[src/sv/bmpd_pkg.sv]
package bmpd_pkg;

  // Parse phases of one file.
  typedef enum logic [2:0] {
    PH_HEADER  = 3'd0,
    PH_PALETTE = 3'd1,
    PH_SKIP    = 3'd2,
    PH_PIXELS  = 3'd3,
    PH_PAD     = 3'd4,
    PH_DONE    = 3'd5,
    PH_ERROR   = 3'd6
  } phase_e;

  // Error codes reported in a result item.
  typedef enum logic [2:0] {
    ERR_NONE   = 3'd0,
    ERR_PLANES = 3'd1,
    ERR_DEPTH  = 3'd2,
    ERR_COMP   = 3'd3,
    ERR_OFFSET = 3'd4,
    ERR_DIM    = 3'd5
  } err_e;

  localparam int unsigned PAL_DEPTH = 256;
  localparam int unsigned PAL_IDX_W = 8;
  localparam int unsigned PAL_CNT_W = PAL_IDX_W + 2;
  localparam int unsigned COORD_W   = 16;

  // Byte positions at which a little-endian header field is complete.
  localparam logic [31:0] POS_OFFSET_END = 32'd13;
  localparam logic [31:0] POS_WIDTH_END  = 32'd21;
  localparam logic [31:0] POS_HEIGHT_END = 32'd25;
  localparam logic [31:0] POS_PLANES_END = 32'd27;
  localparam logic [31:0] POS_DEPTH_END  = 32'd29;
  localparam logic [31:0] POS_COMP_END   = 32'd33;
  localparam logic [31:0] POS_COUNT_END  = 32'd49;
  localparam logic [31:0] POS_HDR_END    = 32'd53;

  // Wide enough for the header size plus four bytes per entry of any 32-bit count.
  localparam logic [34:0] HDR_BYTES     = 35'd54;
  localparam logic [31:0] DEFAULT_COUNT = 32'd256;
  localparam logic [15:0] REQ_PLANES    = 16'd1;
  localparam logic [15:0] REQ_BPP       = 16'd8;

  // Metadata of one result item, before the palette color is attached.
  typedef struct packed {
    logic                is_error;
    err_e                code;
    logic [COORD_W-1:0]  row;
    logic [COORD_W-1:0]  col;
    logic                last;
  } res_t;

  // Palette access request from the parser for the current byte.
  typedef struct packed {
    logic                 clear;
    logic                 wr_en;
    logic                 ld_en;
    logic [PAL_IDX_W-1:0] wr_idx;
    logic [23:0]          wr_rgb;
    logic                 rd_en;
    logic [PAL_IDX_W-1:0] rd_idx;
  } pal_req_t;

endpackage

[src/sv/bmpd_out.sv]
module bmpd_out (
  input  logic           clk_i,
  input  logic           rst_ni,
  input  logic           accept_i,
  input  logic           res_valid_i,
  input  bmpd_pkg::res_t res_i,
  input  logic [23:0]    rdata_i,
  input  logic           loaded_i,
  input  logic           out_ready_i,
  output logic           in_ready_o,
  output logic           out_valid_o,
  output bmpd_pkg::res_t out_res_o,
  output logic [23:0]    out_rgb_o
);
  import bmpd_pkg::*;

  logic        s1_valid_q, s1_valid_d;
  res_t        s1_res_q;
  logic        out_valid_q, out_valid_d;
  res_t        out_res_q;
  logic [23:0] out_rgb_q, rgb;
  logic        s1_load, s1_adv;

  assign s1_load    = accept_i & res_valid_i;
  assign s1_adv     = s1_valid_q & (~out_valid_q | out_ready_i);
  assign in_ready_o = ~s1_valid_q | ~out_valid_q | out_ready_i;
  assign rgb        = (!s1_res_q.is_error && loaded_i) ? rdata_i : 24'd0;

  always_comb begin
    s1_valid_d = s1_valid_q;
    if (s1_load) begin
      s1_valid_d = 1'b1;
    end else if (s1_adv) begin
      s1_valid_d = 1'b0;
    end
    out_valid_d = out_valid_q;
    if (s1_adv) begin
      out_valid_d = 1'b1;
    end else if (out_ready_i) begin
      out_valid_d = 1'b0;
    end
  end

  always_ff @(posedge clk_i or negedge rst_ni) begin
    if (!rst_ni) begin
      s1_valid_q  <= 1'b0;
      out_valid_q <= 1'b0;
    end else begin
      s1_valid_q  <= s1_valid_d;
      out_valid_q <= out_valid_d;
    end
  end

  always_ff @(posedge clk_i) begin
    if (s1_load) begin
      s1_res_q <= res_i;
    end
    if (s1_adv) begin
      out_res_q <= s1_res_q;
      out_rgb_q <= rgb;
    end
  end

  assign out_valid_o = out_valid_q;
  assign out_res_o   = out_res_q;
  assign out_rgb_o   = out_rgb_q;

  // With both stages full and the sink stalled, no byte may be taken.
  assert property (@(posedge clk_i) disable iff (!rst_ni)
    (s1_valid_q && out_valid_q && !out_ready_i) |-> !in_ready_o)
    else $error("byte accepted while both result stages are full");

  // A new result never lands on a held lookup stage.
  assert property (@(posedge clk_i) disable iff (!rst_ni)
    s1_load |-> (!s1_valid_q || s1_adv))
    else $error("lookup stage overwritten");

endmodule
[config.mk]
export PLATFORM = sky130hd
export DESIGN_NAME = bmpd_out
export DESIGN_NICKNAME = d
export VERILOG_FILES = /design/src/sv/bmpd_pkg.sv /design/src/sv/bmpd_out.sv
export SDC_FILE = /design/constraint.sdc
export NUM_CORES = 1
export LEC_CHECK = 0
export BUFFER_PORTS_ARGS = -buffer_cell sky130_fd_sc_hd__clkbuf_2
export CAP_MARGIN = 20
export CELL_PAD_IN_SITES_DETAIL_PLACEMENT = 2
export CELL_PAD_IN_SITES_GLOBAL_PLACEMENT = 2
export CORE_ASPECT_RATIO = 1.4
export CORE_MARGIN = 1
export CORE_UTILIZATION = 30
export CTS_CLUSTER_SIZE = 28
export DETAILED_ROUTE_END_ITERATION = 8
export PLACE_DENSITY_LB_ADDON = 0.1
export SYNTH_ARGS = -nofsm -noshare
export SYNTH_HDL_FRONTEND = slang
export SYNTH_SLANG_ARGS = --single-unit
[constraint.sdc]
create_clock -name clk_i -period 2.12 [get_ports clk_i]
set_input_delay 0.53 -clock clk_i [delete_from_list [all_inputs] [get_ports clk_i]]
set_output_delay 0.53 -clock clk_i [all_outputs]
set_load 0.005 [all_outputs]
After elaboration in Yosys (flattened, before gate mapping)

Cells that the tools add are included.

Bitwise gates (word level): 7
Reductions and logical operators: 4
Muxes and demuxes: 4

Operators with widths:

| kind               | count |
|---|---|
| 1-bit 2-to-1 mux   | 4 |
| 2-bit nonzero test | 2 |
| 1-bit bitwise OR   | 3 |
| 1-bit AND          | 2 |
| 1-bit NOT          | 2 |
| 1-bit logical AND  | 1 |
| 1-bit logical NOT  | 1 |

Register bits: 100
Output and inout port bits: 63
Bits of input ports: 67
Logic and storage cells: 28

Logic depth before layout (Yosys ltp)

Depth in word-level cells: 5
Depth in mapped cells: 3
Depth with buffers taken out: 2

Worst setup path after synthesis

No wires, ideal clock.

Kind: input port to flip-flop
Start: input out_ready_i
End: register out_res_q (netlist bit out_res_o[0]), enable pin
Stages on the path: 2
Path slack: -386 ps
Library setup time: 425 ps
Arrival time: 2080 ps
Cell sequence: nand2b_1 > and2_1

Word-level cells in the longest chain between the ends: 2

Ends and longest elaborated chain:

| element                | RTL line       | RTL |
|---|---|---|
| start: declaration     | bmpd_out.sv:9  | `input logic out_ready_i,` |
| 1-bit bitwise OR       | bmpd_out.sv:25 | `assign s1_adv = s1_valid_q & (~out_valid_q \| out_ready_i);` |
| 1-bit AND              | bmpd_out.sv:25 |  |
| end signal: assignment | bmpd_out.sv:59 | `out_res_q <= s1_res_q;` |
| end: declaration       | bmpd_out.sv:20 | `res_t out_res_q;` |

No other way between the ends.
A chain may end at the register's enable or synchronous reset.

Worst setup path after layout

Start: register out_valid_q (netlist: out_valid_o)
End: output in_ready_o

Word-level cells in the longest chain between the ends: 3

Ends and longest elaborated chain:

| element                        | RTL line       | RTL |
|---|---|---|
| start: declaration             | bmpd_out.sv:19 | `logic out_valid_q, out_valid_d;` |
| start signal: assignment       | bmpd_out.sv:50 | `out_valid_q <= out_valid_d;` |
| 1-bit NOT                      | bmpd_out.sv:26 | `assign in_ready_o = ~s1_valid_q \| ~out_valid_q \| out_ready_i;` |
| 1-bit bitwise OR (2 in series) | bmpd_out.sv:26 |  |
| end: declaration               | bmpd_out.sv:10 | `output logic in_ready_o,` |

No other way between the ends.

==> results.py <==
metrics = {
    "run_status": {
        "status": "complete, no violations",
    },
    "floorplanning": {
        "start_util_pct": 31.1,
        "io_pins": 130,
        "fp-row-count": 44,
        "die-height_um": 125,
        "dieWidth_um": 89.8,
        "die_area_um2": 11200,
        "core_um2": 10400,
    },
    "drt": {
        "wirelength_um": 6520,
        "drt_iter0_drc": 69,
        "wl_per_cell_um": 15.6,
        "vias": 1715,
        "ant_nets": 0,
        "first_pass_iters": 3,
        "viasPerCell": 4.11,
        "route.detailed.drc": 0,
    },
    "cts": {
        "clock-root-buffer": "clkbuf_16",
        "cts_hold_buf": 1,
        "postCtsSetupBuffers": 0,
        "clkSlewWorstSetupHoldPaths_ps": 70,
        "cts_buffers": 9,
        "tritoncts": "yes",
        "htree_levels": 3,
        "clock_sinks": 100,
        "clk_latency_ps": 340,
        "clk_path_buf_depth": 2,
        "cts-resized-gates": 0,
    },
    "sta": {
        "post-route-period-util_pct": 71.4,
        "finalHoldViolations": 0,
        "setup_tns_ps": 0,
        "skew_ps": 7.57,
        "slew_violations": 0,
        "worst_pin_slew_ps": 417,
        "setup_viol": 0,
        "maxSlewHeadroom_pct": 72.1,
        "fmax_mhz": 660,
        "rsz0062_at_grt": "false",
        "final.min_clock_period_ps": 1510,
    },
    "pwr": {
        "power.density_nw_per_um2": 935,
        "power_frac_clock_pct": 36.1,
        "netSwitchingFraction_pct": 20.7,
        "finalPower_mw": 4.07,
        "cellLeakagePower_nw": 1.73,
        "internal_power_mw": 3.23,
        "ir_drop_mv": 0.392,
        "switching_power_uw": 843,
        "comb_power_share_pct": 5.9,
        "seq_power_share_pct": 58.0,
    },
    "global_route": {
        "grt_pass1_wl_um": 10300,
        "grtUsageMet2_pct": 21.1,
        "top_usage_layer": "met2",
        "first_global_vias": 1917,
        "met1_usage_pct": 13.0,
        "antenna_found_initial": 0,
        "met3_usage_pct": 4.58,
        "grt-ovfl-total": 0,
        "grt_max_degree": 62,
        "grt_usage_pct": 12.4,
    },
    "synth": {
        "yosys-top-cells-area": "edfxtp_1 91%, and2_2 3.0%, and2_1 2.5%, dfrtp_1 1.5%, buf_6 0.70%",
        "yosysSeqAreaShare_pct": 92.5,
        "ys_ff_latch": 100,
        "synth_area_per_cell_um2": 24.3,
        "yosysUniqueCellTypes": 8,
        "synth_top_family_by_area": "simple AND/OR/NAND/NOR gates",
        "synth-compound-area-share_pct": 0,
        "synth.area.mux_share_pct": 0,
        "synthSimpleGateAreaFrac_pct": 6.77,
        "synth_fp_nets": 200,
        "synth_xor_area_share_pct": 0,
        "post-synth-top-area-cell": "edfxtp_1",
        "ys_warn_count": 0,
        "synth_top_area_share_pct": 91.0,
        "synth_area_um2": 3230,
        "synthCells": 133,
        "synth-adder-area-share_pct": 0,
    },
    "worst_hold_path": {
        "hold_class": "primary input to flop",
        "min_from": "res_i[19]",
    },
    "placed_design": {
        "dpl.cell_count": 400,
        "gp_congestion": 0.640,
        "io_buffers": 129,
        "place_hpwl_um": 4630,
    },
    "finish": {
        "fin_util_pct": 41.8,
        "final_cells": 417,
        "area_growth_pct": 34.5,
        "nets": 341,
        "fillCellCount": 1039,
        "drive_gt1_share_pct": 57.7,
        "antenna_cells": 0,
    },
    "worst_setup_path": {
        "cp-end-kind": "output port",
        "cp_data_required_time_ps": 1590,
        "cp_max_fo": 3,
        "cp-start-kind": "flop",
        "rr_startpoint": "out_valid_o",
        "critical_path_class": "flop to output port",
        "crit_slowest_cell": "dfrtp_1",
        "crit_arrival_ps": 980,
        "cp_slowest_stage_delay_ps": 400,
        "crit_chain": "nand3b_1, clkbuf_2",
        "crit_path_start": "out_valid_o",
    },
    "run": {
        "drv_cap": 0,
    },
}
[power groups by stage]
stage	Sequential, mW	Clock (mW)	Combinational (mW)
floorplan	2.41	0	0.0660
global placement	2.40	0	0.240
detailed placement	2.41	0	0.246
CTS	2.36	1.52	0.248
global route	2.37	1.59	0.266
finish	2.36	1.47	0.239
[Yosys cell counts]
library cell,instances
buf_6,2
nand2b_1,3
and2_1,13
nand3b_1,1
and2_2,13
nor2b_4,1
dfrtp_1,2
edfxtp_1,98
[path summary, 6_finish.rpt]
| check | endpoint | slack, ps | cells past startpoint |
|---|---|---|---|
| max | in_ready_o | 610 | 2 |
| min | s1_res_q[19] | 370 | 1 |
| max reg2reg | out_res_o[30] | 790 | 3 |
| min reg2reg | out_res_o[31] | 410 | 0 |
| max in group asynchronous | out_valid_o | 1510 | 2 |
| min in group asynchronous | s1_valid_q | 510 | 2 |
[kinds of logic (layout without fill, tap and decap cells)]
logic type	Yosys count	in the layout
flip-flops	100	100
buffers and inverters	2	148
AND/OR/NAND/NOR	31	31
[routing by layer]
| metal | wire length (um) | part of all wire (%) |
|---|---|---|
| met5 | 0 | 0 |
| met4 | 155 | 2.4 |
| met3 | 540 | 8.3 |
| met2 | 3400 | 52 |
| met1 | 2420 | 37 |
[state kept, by name, summed over array words and instances, names as in the netlist]
name	flops
out_res_o	37
out_rgb_o	24
out_valid_o	1
s1_res_q	37
s1_valid_q	1
[layout by cell type, fill, tap and decap left out, drive strengths merged]
master       Yosys  routed
and2            26      26
clkinvlp         0       3
dlygate4sd3      0       1
edfxtp          98      98
nand2b           3       3
buf              2       2
dfrtp            2       2
clkbuf           0     138
nor2b            1       1
nand3b           1       1
clkinv           0       4
[final cells by class]
| type | count | area, um2 | area share, % |
|---|---|---|---|
| clock buffer | 9 | 225 | 5.18 |
| clock inverter | 7 | 43.8 | 1.01 |
| multi-input combinational | 31 | 221 | 5.09 |
| timing repair buffer | 132 | 696 | 16.0 |
| sequential | 100 | 2990 | 68.8 |
| tap | 138 | 173 | 3.97 |
[stage by stage]
stage,setup WS [ps],hold slack [ps],cell area (um2)
floorplan,274,234,3240
global placement,568,319,4070
detailed placement,546,321,4070
CTS,588,351,4350
global route,542,351,4350
finish,606,367,4350
[critical path, delay by kind of cell (launching register included)]
kind	cells	cell delay [ps]
buffers and inverters	1	120
flip-flops	1	400
AND/OR/NAND/NOR	1	120
No activity file was read; power rests on OpenSTA's default activity.
