==> src/sv/bmpd_pkg.sv <==
package bmpd_pkg;

  // Parse phases of one file.
  typedef enum logic [2:0] {
    PH_HEADER  = 3'd0,
    PH_PALETTE = 3'd1,
    PH_SKIP    = 3'd2,
    PH_PIXELS  = 3'd3,
    PH_PAD     = 3'd4,
    PH_DONE    = 3'd5,
    PH_ERROR   = 3'd6
  } phase_e;

  // Error codes reported in a result item.
  typedef enum logic [2:0] {
    ERR_NONE   = 3'd0,
    ERR_PLANES = 3'd1,
    ERR_DEPTH  = 3'd2,
    ERR_COMP   = 3'd3,
    ERR_OFFSET = 3'd4,
    ERR_DIM    = 3'd5
  } err_e;

  localparam int unsigned PAL_DEPTH = 256;
  localparam int unsigned PAL_IDX_W = 8;
  localparam int unsigned PAL_CNT_W = PAL_IDX_W + 2;
  localparam int unsigned COORD_W   = 16;

  // Byte positions at which a little-endian header field is complete.
  localparam logic [31:0] POS_OFFSET_END = 32'd13;
  localparam logic [31:0] POS_WIDTH_END  = 32'd21;
  localparam logic [31:0] POS_HEIGHT_END = 32'd25;
  localparam logic [31:0] POS_PLANES_END = 32'd27;
  localparam logic [31:0] POS_DEPTH_END  = 32'd29;
  localparam logic [31:0] POS_COMP_END   = 32'd33;
  localparam logic [31:0] POS_COUNT_END  = 32'd49;
  localparam logic [31:0] POS_HDR_END    = 32'd53;

  // Wide enough for the header size plus four bytes per entry of any 32-bit count.
  localparam logic [34:0] HDR_BYTES     = 35'd54;
  localparam logic [31:0] DEFAULT_COUNT = 32'd256;
  localparam logic [15:0] REQ_PLANES    = 16'd1;
  localparam logic [15:0] REQ_BPP       = 16'd8;

  // Metadata of one result item, before the palette color is attached.
  typedef struct packed {
    logic                is_error;
    err_e                code;
    logic [COORD_W-1:0]  row;
    logic [COORD_W-1:0]  col;
    logic                last;
  } res_t;

  // Palette access request from the parser for the current byte.
  typedef struct packed {
    logic                 clear;
    logic                 wr_en;
    logic                 ld_en;
    logic [PAL_IDX_W-1:0] wr_idx;
    logic [23:0]          wr_rgb;
    logic                 rd_en;
    logic [PAL_IDX_W-1:0] rd_idx;
  } pal_req_t;

endpackage

==> src/sv/bmpd_parse.sv <==
module bmpd_parse #(
  parameter int unsigned DIM_BITS = 16
) (
  input  logic              clk_i,
  input  logic              rst_ni,
  input  logic              accept_i,
  input  logic [7:0]        file_byte_i,
  input  logic              start_of_file_i,
  output logic              res_valid_o,
  output bmpd_pkg::res_t    res_o,
  output bmpd_pkg::pal_req_t pal_o
);
  import bmpd_pkg::*;

  phase_e                 phase_q, phase_d;
  logic [31:0]            pos_q, pos_d;
  logic [31:0]            shift_q, shift_d;
  logic [31:0]            off_q, off_d;
  logic [34:0]            pend_q, pend_d;
  logic [DIM_BITS-1:0]    wm1_q, wm1_d, hm1_q, hm1_d;
  logic                   wzero_q, wzero_d, hzero_q, hzero_d;
  logic [DIM_BITS-1:0]    row_q, row_d, col_q, col_d;
  logic [1:0]             pad_q, pad_d;
  logic [PAL_CNT_W-1:0]   palc_q, palc_d;
  logic [7:0]             blu_q, blu_d, grn_q, grn_d;

  phase_e                 ph;
  logic [31:0]            pos, pos_inc, shift_new, count;
  logic                   last_col, last_row;
  logic [1:0]             pad_w;
  logic [DIM_BITS-1:0]    dim_new;

  always_comb begin
    ph        = start_of_file_i ? PH_HEADER : phase_q;
    pos       = start_of_file_i ? '0 : pos_q;
    shift_new = {file_byte_i, (start_of_file_i ? 24'd0 : shift_q[31:8])};
    pos_inc   = pos + 32'd1;
    dim_new   = shift_new[DIM_BITS-1:0];
    count     = (shift_new == '0) ? DEFAULT_COUNT : shift_new;
    last_col  = (col_q == wm1_q);
    last_row  = (row_q == hm1_q);
    // Padding per row is (4 - w mod 4) mod 4, i.e. the complement of (w-1) mod 4.
    pad_w     = ~wm1_q[1:0];

    phase_d = phase_q;
    pos_d   = pos_q;
    shift_d = shift_q;
    off_d   = off_q;
    pend_d  = pend_q;
    wm1_d   = wm1_q;
    hm1_d   = hm1_q;
    wzero_d = wzero_q;
    hzero_d = hzero_q;
    row_d   = row_q;
    col_d   = col_q;
    pad_d   = pad_q;
    palc_d  = palc_q;
    blu_d   = blu_q;
    grn_d   = grn_q;

    res_valid_o    = 1'b0;
    res_o.is_error = 1'b0;
    res_o.code     = ERR_NONE;
    res_o.row      = '0;
    res_o.col      = '0;
    res_o.last     = 1'b0;

    pal_o.clear  = accept_i & start_of_file_i;
    pal_o.wr_en  = 1'b0;
    pal_o.ld_en  = 1'b0;
    pal_o.wr_idx = palc_q[PAL_CNT_W-1:2];
    pal_o.wr_rgb = {file_byte_i, grn_q, blu_q};
    pal_o.rd_en  = 1'b0;
    pal_o.rd_idx = file_byte_i[PAL_IDX_W-1:0];

    if (accept_i) begin
      phase_d = ph;
      unique case (ph)
        PH_HEADER: begin
          shift_d = shift_new;
          pos_d   = pos_inc;
          if (pos == POS_OFFSET_END) begin
            off_d = shift_new;
          end else if (pos == POS_WIDTH_END) begin
            if (shift_new[31:DIM_BITS] != '0) begin
              res_valid_o = 1'b1; res_o.is_error = 1'b1; res_o.code = ERR_DIM;
              phase_d = PH_ERROR;
            end else begin
              wm1_d   = dim_new - DIM_BITS'(1);
              wzero_d = (dim_new == '0);
            end
          end else if (pos == POS_HEIGHT_END) begin
            if (shift_new[31:DIM_BITS] != '0) begin
              res_valid_o = 1'b1; res_o.is_error = 1'b1; res_o.code = ERR_DIM;
              phase_d = PH_ERROR;
            end else begin
              hm1_d   = dim_new - DIM_BITS'(1);
              hzero_d = (dim_new == '0);
            end
          end else if (pos == POS_PLANES_END) begin
            if (shift_new[31:16] != REQ_PLANES) begin
              res_valid_o = 1'b1; res_o.is_error = 1'b1; res_o.code = ERR_PLANES;
              phase_d = PH_ERROR;
            end
          end else if (pos == POS_DEPTH_END) begin
            if (shift_new[31:16] != REQ_BPP) begin
              res_valid_o = 1'b1; res_o.is_error = 1'b1; res_o.code = ERR_DEPTH;
              phase_d = PH_ERROR;
            end
          end else if (pos == POS_COMP_END) begin
            if (shift_new != '0) begin
              res_valid_o = 1'b1; res_o.is_error = 1'b1; res_o.code = ERR_COMP;
              phase_d = PH_ERROR;
            end
          end else if (pos == POS_COUNT_END) begin
            pend_d = HDR_BYTES + {1'b0, count, 2'b00};
          end else if (pos == POS_HDR_END) begin
            if (pend_q > {3'b000, off_q}) begin
              res_valid_o = 1'b1; res_o.is_error = 1'b1; res_o.code = ERR_OFFSET;
              phase_d = PH_ERROR;
            end else begin
              phase_d = PH_PALETTE;
              palc_d  = '0;
            end
          end
        end
        PH_PALETTE: begin
          // Entries arrive as blue, green, red, reserved; the whole color is
          // written with the red byte and the entry is marked on the last byte.
          case (palc_q[1:0])
            2'd0:    blu_d = file_byte_i;
            2'd1:    grn_d = file_byte_i;
            2'd2:    pal_o.wr_en = 1'b1;
            default: pal_o.ld_en = 1'b1;
          endcase
          palc_d = palc_q + PAL_CNT_W'(1);
          pos_d  = pos_inc;
          if (pos_inc == pend_q[31:0]) begin
            if (pos_inc == off_q) begin
              row_d = '0; col_d = '0; pad_d = '0;
              phase_d = (wzero_q || hzero_q) ? PH_DONE : PH_PIXELS;
            end else begin
              phase_d = PH_SKIP;
            end
          end
        end
        PH_SKIP: begin
          pos_d = pos_inc;
          if (pos_inc == off_q) begin
            row_d = '0; col_d = '0; pad_d = '0;
            phase_d = (wzero_q || hzero_q) ? PH_DONE : PH_PIXELS;
          end
        end
        PH_PIXELS: begin
          res_valid_o = 1'b1;
          pal_o.rd_en = 1'b1;
          res_o.row   = COORD_W'(hm1_q - row_q);
          res_o.col   = COORD_W'(col_q);
          res_o.last  = last_col & last_row;
          if (!last_col) begin
            col_d = col_q + DIM_BITS'(1);
          end else if (last_row) begin
            phase_d = PH_DONE;
          end else if (pad_w != 2'd0) begin
            pad_d   = pad_w;
            phase_d = PH_PAD;
          end else begin
            row_d = row_q + DIM_BITS'(1);
            col_d = '0;
          end
        end
        PH_PAD: begin
          pad_d = pad_q - 2'd1;
          if (pad_q == 2'd1) begin
            row_d   = row_q + DIM_BITS'(1);
            col_d   = '0;
            phase_d = PH_PIXELS;
          end
        end
        default: begin
        end
      endcase
    end
  end

  always_ff @(posedge clk_i or negedge rst_ni) begin
    if (!rst_ni) begin
      phase_q <= PH_HEADER;
      pos_q   <= '0;
      shift_q <= '0;
      off_q   <= '0;
      pend_q  <= '0;
      wm1_q   <= '0;
      hm1_q   <= '0;
      wzero_q <= 1'b1;
      hzero_q <= 1'b1;
      row_q   <= '0;
      col_q   <= '0;
      pad_q   <= '0;
      palc_q  <= '0;
    end else begin
      phase_q <= phase_d;
      pos_q   <= pos_d;
      shift_q <= shift_d;
      off_q   <= off_d;
      pend_q  <= pend_d;
      wm1_q   <= wm1_d;
      hm1_q   <= hm1_d;
      wzero_q <= wzero_d;
      hzero_q <= hzero_d;
      row_q   <= row_d;
      col_q   <= col_d;
      pad_q   <= pad_d;
      palc_q  <= palc_d;
    end
  end

  always_ff @(posedge clk_i) begin
    blu_q <= blu_d;
    grn_q <= grn_d;
  end

  // An error result always parks the parser until the next file starts.
  assert property (@(posedge clk_i) disable iff (!rst_ni)
    (res_valid_o && res_o.is_error) |=> (phase_q == PH_ERROR))
    else $error("error result without entering the error phase");

  // While emitting pixels the column never runs past the last column.
  assert property (@(posedge clk_i) disable iff (!rst_ni)
    (phase_q == PH_PIXELS) |-> (col_q <= wm1_q))
    else $error("pixel column beyond image width");

endmodule

==> config.mk <==
export PLATFORM = sky130hd
export DESIGN_NAME = bmpd_parse
export DESIGN_NICKNAME = d
export VERILOG_FILES = /design/src/sv/bmpd_pkg.sv /design/src/sv/bmpd_parse.sv
export SDC_FILE = /design/constraint.sdc
export NUM_CORES = 1
export LEC_CHECK = 0
export BUFFER_PORTS_ARGS = -buffer_cell sky130_fd_sc_hd__buf_2
export CORE_MARGIN = 1
export CORE_UTILIZATION = 26
export CTS_CLUSTER_DIAMETER = 40
export DETAILED_ROUTE_END_ITERATION = 8
export MAX_ROUTING_LAYER = met4
export PLACE_DENSITY = 0.5
export SKIP_CTS_REPAIR_TIMING = 1
export SYNTH_ARGS = -nofsm -noshare
export SYNTH_HDL_FRONTEND = slang
export SYNTH_SLANG_ARGS = --single-unit
==> constraint.sdc <==
create_clock -name clk_i -period 5.55 [get_ports clk_i]
set_clock_uncertainty 0.2 [all_clocks]
set_input_delay 0.2775 -clock clk_i [delete_from_list [all_inputs] [get_ports clk_i]]
set_output_delay 0.2775 -clock clk_i [all_outputs]
set_load 0.02 [all_outputs]
* After elaboration in Yosys (flattened, before gate mapping)
Index checks and enable logic that the tools add are counted.
** Storage, ports and cells
- Output and inout port bits :: 82
- Word-level logic and storage cells :: 189
- Bits in registers :: 228
- Input bits :: 12
** Operators by class
- Muxes and demuxes :: 93
- Bitwise operators :: 10
- $add $sub $neg :: 8
- Eq/ne operators :: 38
- Order comparisons :: 1
- Reductions and logical operators :: 24
** Operators with widths (count)
- 16-bit two-way mux :: 12
- 32-bit by 5-bit equality test with 1-bit output (second input constant) :: 4
- 16-bit case mux with 4 select lines :: 2
- 32-bit by 6-bit equality test with 1-bit output (second input constant) :: 3
- 10-bit two-way mux :: 9
- 3-bit two-way mux :: 22
- 32-bit equality test :: 2
- 32-bit two-way mux :: 2
- 4-bit two-way mux :: 14
- 37-bit two-way mux :: 1
- 6-bit by 34-bit adder with 35-bit output (first input constant) :: 1
- 35-bit by 32-bit > comparator with 1-bit output :: 1
- 33-bit two-way mux :: 1
- 16-bit by 1-bit adder with 16-bit output (second input constant) :: 2
- 32-bit by 1-bit adder with 32-bit output (second input constant) :: 1
- 16-bit equality test :: 2
- 32-bit by 4-bit equality test with 1-bit output (second input constant) :: 1
- 32-bit zero test :: 1
- 32-bit nonzero test :: 1
- 2-bit != test (second input constant) :: 15
- 24-bit two-way mux :: 1
- 10-bit case mux with 2 select lines :: 1
- 1-bit two-way mux :: 18
- 6-bit AND reduction :: 3
- 33 further kinds :: 54

* Longest topological paths before layout
Gate-level depths: netlist of run 1.
- Depth after elaboration :: 12
- Mapped depth :: 24
- Depth with buffers taken out :: 16

* Least setup slack after synthesis of run 1
Ideal clock, no wire load.
- Kind :: input to register
- Start :: in start_of_file_i
- End :: reg row_q[4]
- Arrival time :: 4.594 ns
- Cell stages on the path :: 23
- Setup time :: 0.132 ns
- Slack :: 0.624 ns
- Cells stage by stage :: buf_6 > buf_2 > buf_2 > inv_2 > buf_2 > buf_1 > buf_1 > nand2_1 > inv_1 > ha_1 > buf_2 > nand4b_2 > or4_1 > mux2i_1 > xnor2_1 > nand4_1 > a2111oi_2 > nand4_1 > nor4_2 > o21ai_2 > buf_2 > o31ai_1 > o31ai_1
** On the way
- Cells in the longest elaborated chain, start to end :: 6
- Elaborated cells between the ends (all ways) :: 19
- Those cells by class :: add/sub: 1; eq/ne: 11; mux: 5; reduce/logical: 2
** RTL lines
- start: declaration :: line bmpd_parse.sv:8 : input logic start_of_file_i,
- 32-bit two-way mux :: line bmpd_parse.sv:35 : pos = start_of_file_i ? '0 : pos_q;
- 32-bit by 1-bit adder with 32-bit output :: line bmpd_parse.sv:37 : pos_inc = pos + 32'd1;
- 32-bit equality test :: line bmpd_parse.sv:139, bmpd_parse.sv:149
- 16-bit two-way mux (2 in a row)
- 16-bit case mux with 4 select lines :: line bmpd_parse.sv:78 : unique case (ph)
- end signal: assignment :: line bmpd_parse.sv:211 : row_q <= row_d;
- end: declaration :: line bmpd_parse.sv:22 : logic [DIM_BITS-1:0] row_q, row_d, col_q, col_d;
Parallel ways exist; a longest one is shown, timed or not. The select of a mux whose other input is x is not followed.
A chain may end at the register's enable or synchronous reset.

* Worst setup path after layout of run 1
- Start :: in start_of_file_i
- End :: reg pend_q[28]
** On the way
- Cells in the longest elaborated chain, start to end :: 4
- Elaborated cells between the ends (all ways) :: 21
- Those cells by class :: add/sub: 1; eq/ne: 7; mux: 4; bitwise: 6; reduce/logical: 3
** RTL lines
- 24-bit two-way mux / 32-bit two-way mux (equally long branches) :: line bmpd_parse.sv:36, bmpd_parse.sv:35
- 32-bit zero test (tied with other cells) :: line bmpd_parse.sv:39 : count = (shift_new == '0) ? DEFAULT_COUNT : shift_new;
- 32-bit two-way mux / 1-bit NOT (equally long branches)
- 6-bit by 34-bit adder with 35-bit output / 9-bit AND reduction (equally long branches)
- end signal: assignment :: line bmpd_parse.sv:206 : pend_q <= pend_d;
- end: declaration :: line bmpd_parse.sv:19 : logic [34:0] pend_q, pend_d;
Parallel ways exist; a longest one is shown, timed or not.

==> impl_metrics.env, run 1 <==
export IMPL_drive_gt1_share_pct=13.1
export IMPL_fin_nets=1961
export IMPL_hp_class="input port to async pin"
export IMPL_r2r_slack_ns=0.65
export IMPL_syn_to_final_growth_pct=18.4
export IMPL_cts_root_buf="clkbuf_16"
export IMPL_grt_overflow=0
export IMPL_whs_ns=0.0419
export IMPL_port_buffers=93
export IMPL_ir_drop_mv=0.211
export IMPL_tritoncts="built"
export IMPL_fin_util_pct=31.2
export IMPL_die_height_um=244
export IMPL_crit_path_frequent_cell="buf_4"
export IMPL_num_vias=13800
export IMPL_crit_family="simple AND/OR/NAND/NOR gates"
export IMPL_hold_viol_final=0
export IMPL_drtAntennaViolNets=0
export IMPL_synth_area_top_cells="dfrtp_1 (33%), nand2_1 (6.8%), o21ai_0 (6.6%)"
export IMPL_yosysMostFrequentCell="nand2_1"
export IMPL_grt_max_degree=127
export IMPL_drt_iter0_drc=1018
export IMPL_routed_wl_mm=51.1
export IMPL_leakagePower_nw=7.66
export IMPL_synth_yosys_seq_area_share_pct=36.7
export IMPL_via_per_inst=5.14
export IMPL_core_sq_um=57700
export IMPL_cp_max_fo=37
export IMPL_finalCritPeriodShare_pct=92.7
export IMPL_syn_area_sq_um=15200
export IMPL_startpoint_type="input port"
export IMPL_syn_instance_count=1842
export IMPL_synthDistinctLibCells=92
export IMPL_fmax_mhz=194
export IMPL_synth_top_area_cell="dfrtp_1"
export IMPL_cts_sinks=219
export IMPL_drv_slew=0
export IMPL_io_pins=94
export IMPL_slew_limit_headroom_pct=16.0
export IMPL_setup_violations=0
export IMPL_yosys_warnings=0
export IMPL_grt_use_total_pct=17.7
export IMPL_ys_flop_type="dfrtp_1"
export IMPL_slowest_delay_ns=0.55
export IMPL_power_density_nw_per_um2=328
export IMPL_yosys_top_cells_count="nand2_1 (275), dfrtp_1 (201), o21ai_0 (201)"
export IMPL_crit_path_cell_trace="dlygate4sd3_1 > buf_4 > buf_4 > nor2b_1 > inv_1 > ha_1 > inv_1 > nor3_1 > buf_4 > nor2_1 > ha_1 > a21oi_1 > nor3b_1 > nor3b_1 > and3_1 > and3_1 > nand3_1 > nor2_1 > xnor2_1 > o21ai_0"
export IMPL_layout_min_cycle_time_ns=5.15
export IMPL_crit_type="input port to flop"
export IMPL_cts_clk_slew_worst_paths_ns=0.05
export IMPL_clk_insertion_delay_late_ns=0.60
export IMPL_crit_buf_inv=6
export IMPL_worstPathArrival_ns=5.37
export IMPL_wl_per_cell_um=19.0
export IMPL_drtPass1Iterations=5
export IMPL_outcome="finished, final reports clean"
export IMPL_r2r_start="pos_q[0]"
export IMPL_synth_top_cell_area_share_pct=33.1
export IMPL_dp_hpwl_mm=38.4
export IMPL_crit_path_end_kind="flop"
export IMPL_grt_pass1_wl_mm=80.0
export IMPL_worstMarginPinSlew_ns=1.26
export IMPL_synth_async_reset_ratio_pct=92.7
export IMPL_syn_area_per_cell_sq_um=8.24
export IMPL_antenna_found_initial=1
export IMPL_synth_seq_cells=219
export IMPL_synth_edf_count=16
export IMPL_die_w_um=244
export IMPL_std_cell_rows=88
export IMPL_htree_levels=2
export IMPL_diodes=0
export IMPL_fin_setup_tns_ns=0
export IMPL_placed_cells=2597
export IMPL_start_util_pct=26.3
export IMPL_grt_pass1_vias=13500
export IMPL_drv_cap=0
export IMPL_numCtsBuffers=46
export IMPL_rsz0062_at_grt="false"
export IMPL_cts_path_max_buffers=3
export IMPL_crit_slowest_cell="nor3b_1"
export IMPL_crit_path_start="start_of_file_i"
export IMPL_fin_cells=2693
export IMPL_synthesis_nets=1913
export IMPL_die_area_sq_um=59300
export IMPL_required_ns=5.78
export IMPL_gp_congestion=0.966
export IMPL_drc=0
[worst register-to-register path, stage by stage (launching register included)]
cell and delay (ns):
dfrtp_1 0.46, nor2b_1 0.30, ha_1 0.24, nand4b_2 0.25, or4_1 0.60, mux2i_1 0.29, xnor2_1 0.20, nand4_1 0.15
a2111oi_2 0.24, nand4_1 0.35, nor4_2 0.47, o21ai_2 0.42, buf_4 0.33, o21ai_0 0.18, o31ai_1 0.10
[cell families (layout without fill, tap and decap cells)]
logic type | after synthesis | count (layout) | share of synthesized area, %
and+or+nand+nor | 787 | 787 | 26.4
AOI/OAI and AO/OA | 416 | 416 | 16.6
DFF | 219 | 219 | 36.7
buffers and inverters | 207 | 293 | 5.99
xor gates and xnor gates | 130 | 130 | 7.77
adders and majority gates | 59 | 59 | 4.91
muxes | 24 | 24 | 1.68
[placed cells by master, fill, tap and decap left out, types with 12 or more instances in the layout]
| cell type | n |
|---|---|
| nand4_1 | 42 |
| nand2_1 | 275 |
| nor4_1 | 33 |
| nor3_1 | 42 |
| nor2_1 | 124 |
| and2_1 | 32 |
| mux2_2 | 12 |
| edfxtp_1 | 16 |
| xnor2_1 | 81 |
| a21oi_1 | 54 |
| buf_4 | 30 |
| o31ai_1 | 34 |
| a21o_1 | 12 |
| inv_1 | 73 |
| dfrtp_1 | 201 |
| ha_1 | 58 |
| buf_2 | 91 |
| o21ai_0 | 201 |
| xor2_1 | 46 |
| mux2i_1 | 12 |
| and3_1 | 33 |
| a31oi_1 | 15 |
| nand2b_1 | 27 |
| clkbuf_16 | 47 |
| o22ai_1 | 18 |
| nand3_1 | 58 |
| nor2b_1 | 44 |
[report_power, final]
part,leakage [nW],total (W),switching (W),internal (W)
Clock,0.779,0.00288,0.00104,0.00184
Sequential,2.92,0.00188,0.000174,0.00170
Combinational,3.95,0.00114,0.000719,0.000423
Total,7.66,0.00590,0.00193,0.00397
[final cells by class]
type | instances | area, sq um
multi-input combinational | 1416 | 8720
fill | 6148 | 39700
tap | 765 | 957
inverter | 74 | 278
timing repair buffer | 133 | 816
clock buffer | 52 | 1200
clock inverter | 34 | 435
sequential | 219 | 5560
[path summary, 6_finish.rpt]
kind,end,depth (start not counted)
worst max-delay path,pend_q[28],20
worst min-delay path,row_q[8],2
worst max register to register,col_q[11],14
worst min register to register,wzero_q,2
max in group asynchronous,pos_q[27],3
min in group clk_i,phase_q[1],3
[through the flow]
stage               power, W  area (sq um)  setup WS (ns)
floorplan            0.00264         15200          0.624
global placement     0.00302         16200          0.651
detailed placement   0.00303         16200          0.533
CTS                  0.00594         17900          0.487
global route         0.00617         18000          0.135
finish               0.00590         18000          0.403
[per-layer routing]
metal / part of all wire, % / up-vias / GRT usage, %
li1: - / 6614 / -
met5: 0 / - / -
met2: 46 / 426 / 27.4
met3: 5.7 / 108 / 3.17
met1: 45 / 6692 / 22.7
met4: 4.0 / 0 / 7.41
[flip-flops by register name, summed over array words and instances, names as in the netlist, 2 cells and up]
| signal | flops |
|---|---|
| pad_q | 2 |
| shift_q | 24 |
| off_q | 32 |
| pend_q | 34 |
| blu_q | 8 |
| pos_q | 32 |
| hm1_q | 16 |
| col_q | 16 |
| row_q | 16 |
| wm1_q | 16 |
| phase_q | 3 |
| palc_q | 10 |
| grn_q | 8 |
Power figures use the tool's default switching activity.
==> run 2, diff against run 1 <==
--- a/config.mk
+++ b/config.mk
@@ -12,6 +12,7 @@
 export DETAILED_ROUTE_END_ITERATION = 8
 export MAX_ROUTING_LAYER = met4
 export PLACE_DENSITY = 0.5
+export SETUP_SLACK_MARGIN = 0.5
 export SKIP_CTS_REPAIR_TIMING = 1
 export SYNTH_ARGS = -nofsm -noshare
 export SYNTH_HDL_FRONTEND = slang
==> run 2 against run 1 <==
  * The run now ends with negative hold slack left
  * Combinational power is essentially flat
  * Worst setup slack gained 0.43 ns
  * Clock-buffer cell count is the same
  * Hold slack lost 0.054 ns
  * Via count shrank 0.20%
  * Cell count grew 0.11%
  * Non-clock buffer count grew 3
  * Largest cell class unchanged
  * Largest power group unchanged
==> impl_metrics.env, run 2 (synthesis gave the netlist of run 1 again) <==
export IMPL_postLayoutSetupSlackWorst_ns=0.833
export IMPL_die_w_um=244
export IMPL_required_ns=5.81
export IMPL_drc=0
export IMPL_largest_register="pend_q"
export IMPL_dp_slack_ns=0.533
export IMPL_diodes=0
export IMPL_hold_viol_final=3
export IMPL_grt_pass1_vias=13500
export IMPL_hp_class="input port to flop"
export IMPL_power_density_nw_per_um2=328
export IMPL_p_clk_share_pct=48.7
export IMPL_grt_overflow=0
export IMPL_layout_min_cycle_time_ns=4.72
export IMPL_leakagePower_nw=7.67
export IMPL_setup_violations=0
export IMPL_fmax_mhz=212
export IMPL_hold_start="start_of_file_i"
export IMPL_drt_iter0_drc=982
export IMPL_timing_rr_end="col_q[11]"
export IMPL_drtPass1Iterations=5
export IMPL_clk_insertion_delay_late_ns=0.60
export IMPL_fin_setup_tns_ns=0
export IMPL_p_comb_share_pct=19.5
export IMPL_fin_nets=1964
export IMPL_grt_max_degree=127
export IMPL_cp_max_fo=28
export IMPL_grt_use_total_pct=17.7
export IMPL_drive_gt1_share_pct=13.4
export IMPL_die_area_sq_um=59300
export IMPL_startpoint_type="flop"
export IMPL_final_common_cell="nand2_1"
export IMPL_syn_to_final_growth_pct=18.8
export IMPL_grt_pass1_wl_mm=80.0
export IMPL_r2r_cells=15
export IMPL_crit_type="flop to flop"
export IMPL_core_sq_um=57700
export IMPL_drtAntennaViolNets=0
export IMPL_worstPathArrival_ns=4.98
export IMPL_via_per_inst=5.12
export IMPL_routed_wl_mm=51.3
export IMPL_crit_path_end_kind="flop"
export IMPL_violations="negative hold slack"
export IMPL_antenna_found_initial=1
export IMPL_swShare_pct=32.8
export IMPL_r2r_slack_ns=0.83
export IMPL_std_cell_rows=88
export IMPL_tritoncts="built"
export IMPL_top_regs="pend_q: 34 flops, off_q: 32 flops, pos_q: 32 flops"
export IMPL_mostFrequentLayoutCells="nand2_1 (275), o21ai_0 (201), dfrtp_1 (201)"
export IMPL_die_height_um=244
export IMPL_ir_drop_mv=0.212
export IMPL_drv_cap=0
export IMPL_whs_ns=-0.0121
export IMPL_internal_power_w=0.00397
export IMPL_outcome="finished, violations left"
export IMPL_finalCritPeriodShare_pct=85.0
export IMPL_p_seq_share_pct=31.8
export IMPL_cts_sinks=219
export IMPL_port_buffers=93
export IMPL_rsz0062_at_grt="false"
export IMPL_start_util_pct=26.3
export IMPL_r2r_start="pos_q[0]"
export IMPL_largest_register_ff_count=34
export IMPL_wl_per_cell_um=19.0
export IMPL_p_switching_w=0.00194
export IMPL_worstMarginPinSlew_ns=1.21
export IMPL_cts_root_buf="clkbuf_16"
export IMPL_cts_clk_slew_worst_paths_ns=0.05
export IMPL_hold_depth=2
export IMPL_numCtsBuffers=46
export IMPL_cts_path_max_buffers=3
export IMPL_io_pins=94
export IMPL_num_vias=13800
export IMPL_hold_end="pos_q[14]"
export IMPL_htree_levels=2
export IMPL_dp_hpwl_mm=38.4
export IMPL_fill_cells=6148
export IMPL_drv_slew=0
export IMPL_gp_congestion=0.966
export IMPL_slew_limit_headroom_pct=19.2
run 2: cell types whose count changed in the layout (fill, tap and decap cells not counted), sizes merged:
cell / delta
dlygate4sd3: +1
buf: +2
run 2: power by group through the flow:
stage               combinational (W)  sequential [W]  clock, W
floorplan                    0.000843         0.00180         0
global placement              0.00113         0.00189         0
detailed placement            0.00113         0.00190         0
CTS                           0.00114         0.00187   0.00294
global route                  0.00127         0.00189   0.00301
finish                        0.00115         0.00188   0.00288
run 2: worst max-delay path by stage:
| stage | startpoint | to | slack [ns] |
|---|---|---|---|
| global placement | start_of_file_i | pend_q[30] | 0.65 |
| detailed placement | start_of_file_i | pend_q[28] | 0.53 |
| floorplan | start_of_file_i | row_q[4] | 0.62 |
| finish | pos_q[0] | col_q[11] | 0.83 |
| CTS | off_q[8] | res_valid_o | 0.49 |
| global route | pos_q[0] | col_q[11] | 0.52 |
run 2: area by class of cell:
cell class	count	area, sq um	share of cell area, %
clock buffers	52	1200	6.68
repair buffers	136	841	4.66
multi-input cells	1416	8750	48.5
inverters	74	278	1.54
well taps	765	957	5.31
flip-flops and latches	219	5560	30.9
clock inverters	34	435	2.42
run 2: per-layer routing:
| metal | track usage (%) | wire length [um] | vias to the layer above |
|---|---|---|---|
| met5 | - | 0 | - |
| met4 | 7.41 | 2040 | 0 |
| met3 | 3.17 | 2770 | 111 |
| met2 | 27.4 | 23500 | 413 |
| met1 | 22.7 | 22900 | 6682 |
| li1 | - | - | 6607 |
run 2: per-stage QoR:
stage,power (W),instances,utilization [%],instance area (sq um)
6_report,0.00591,2696,31.2,18000
4_1_cts,0.00594,2683,31.0,17900
3_3_place_gp,0.00302,2597,28.1,16200
2_1_floorplan,0.00264,1842,-,15200
5_1_grt,0.00618,2696,31.2,18000
3_5_place_dp,0.00303,2597,28.1,16200
run 2: worst max-delay path, stage by stage, from the launching register on:
cell      delay, ns
dfrtp_1        0.46
nor2b_1        0.30
ha_1           0.24
nand4b_2       0.24
nor4_1         0.34
buf_4          0.18
and4_1         0.28
xnor2_1        0.20
xor2_1         0.10
nor4_1         0.50
nand4_1        0.39
a21oi_2        0.35
o21ai_4        0.27
buf_4          0.26
o21ai_0        0.18
o31ai_1        0.10
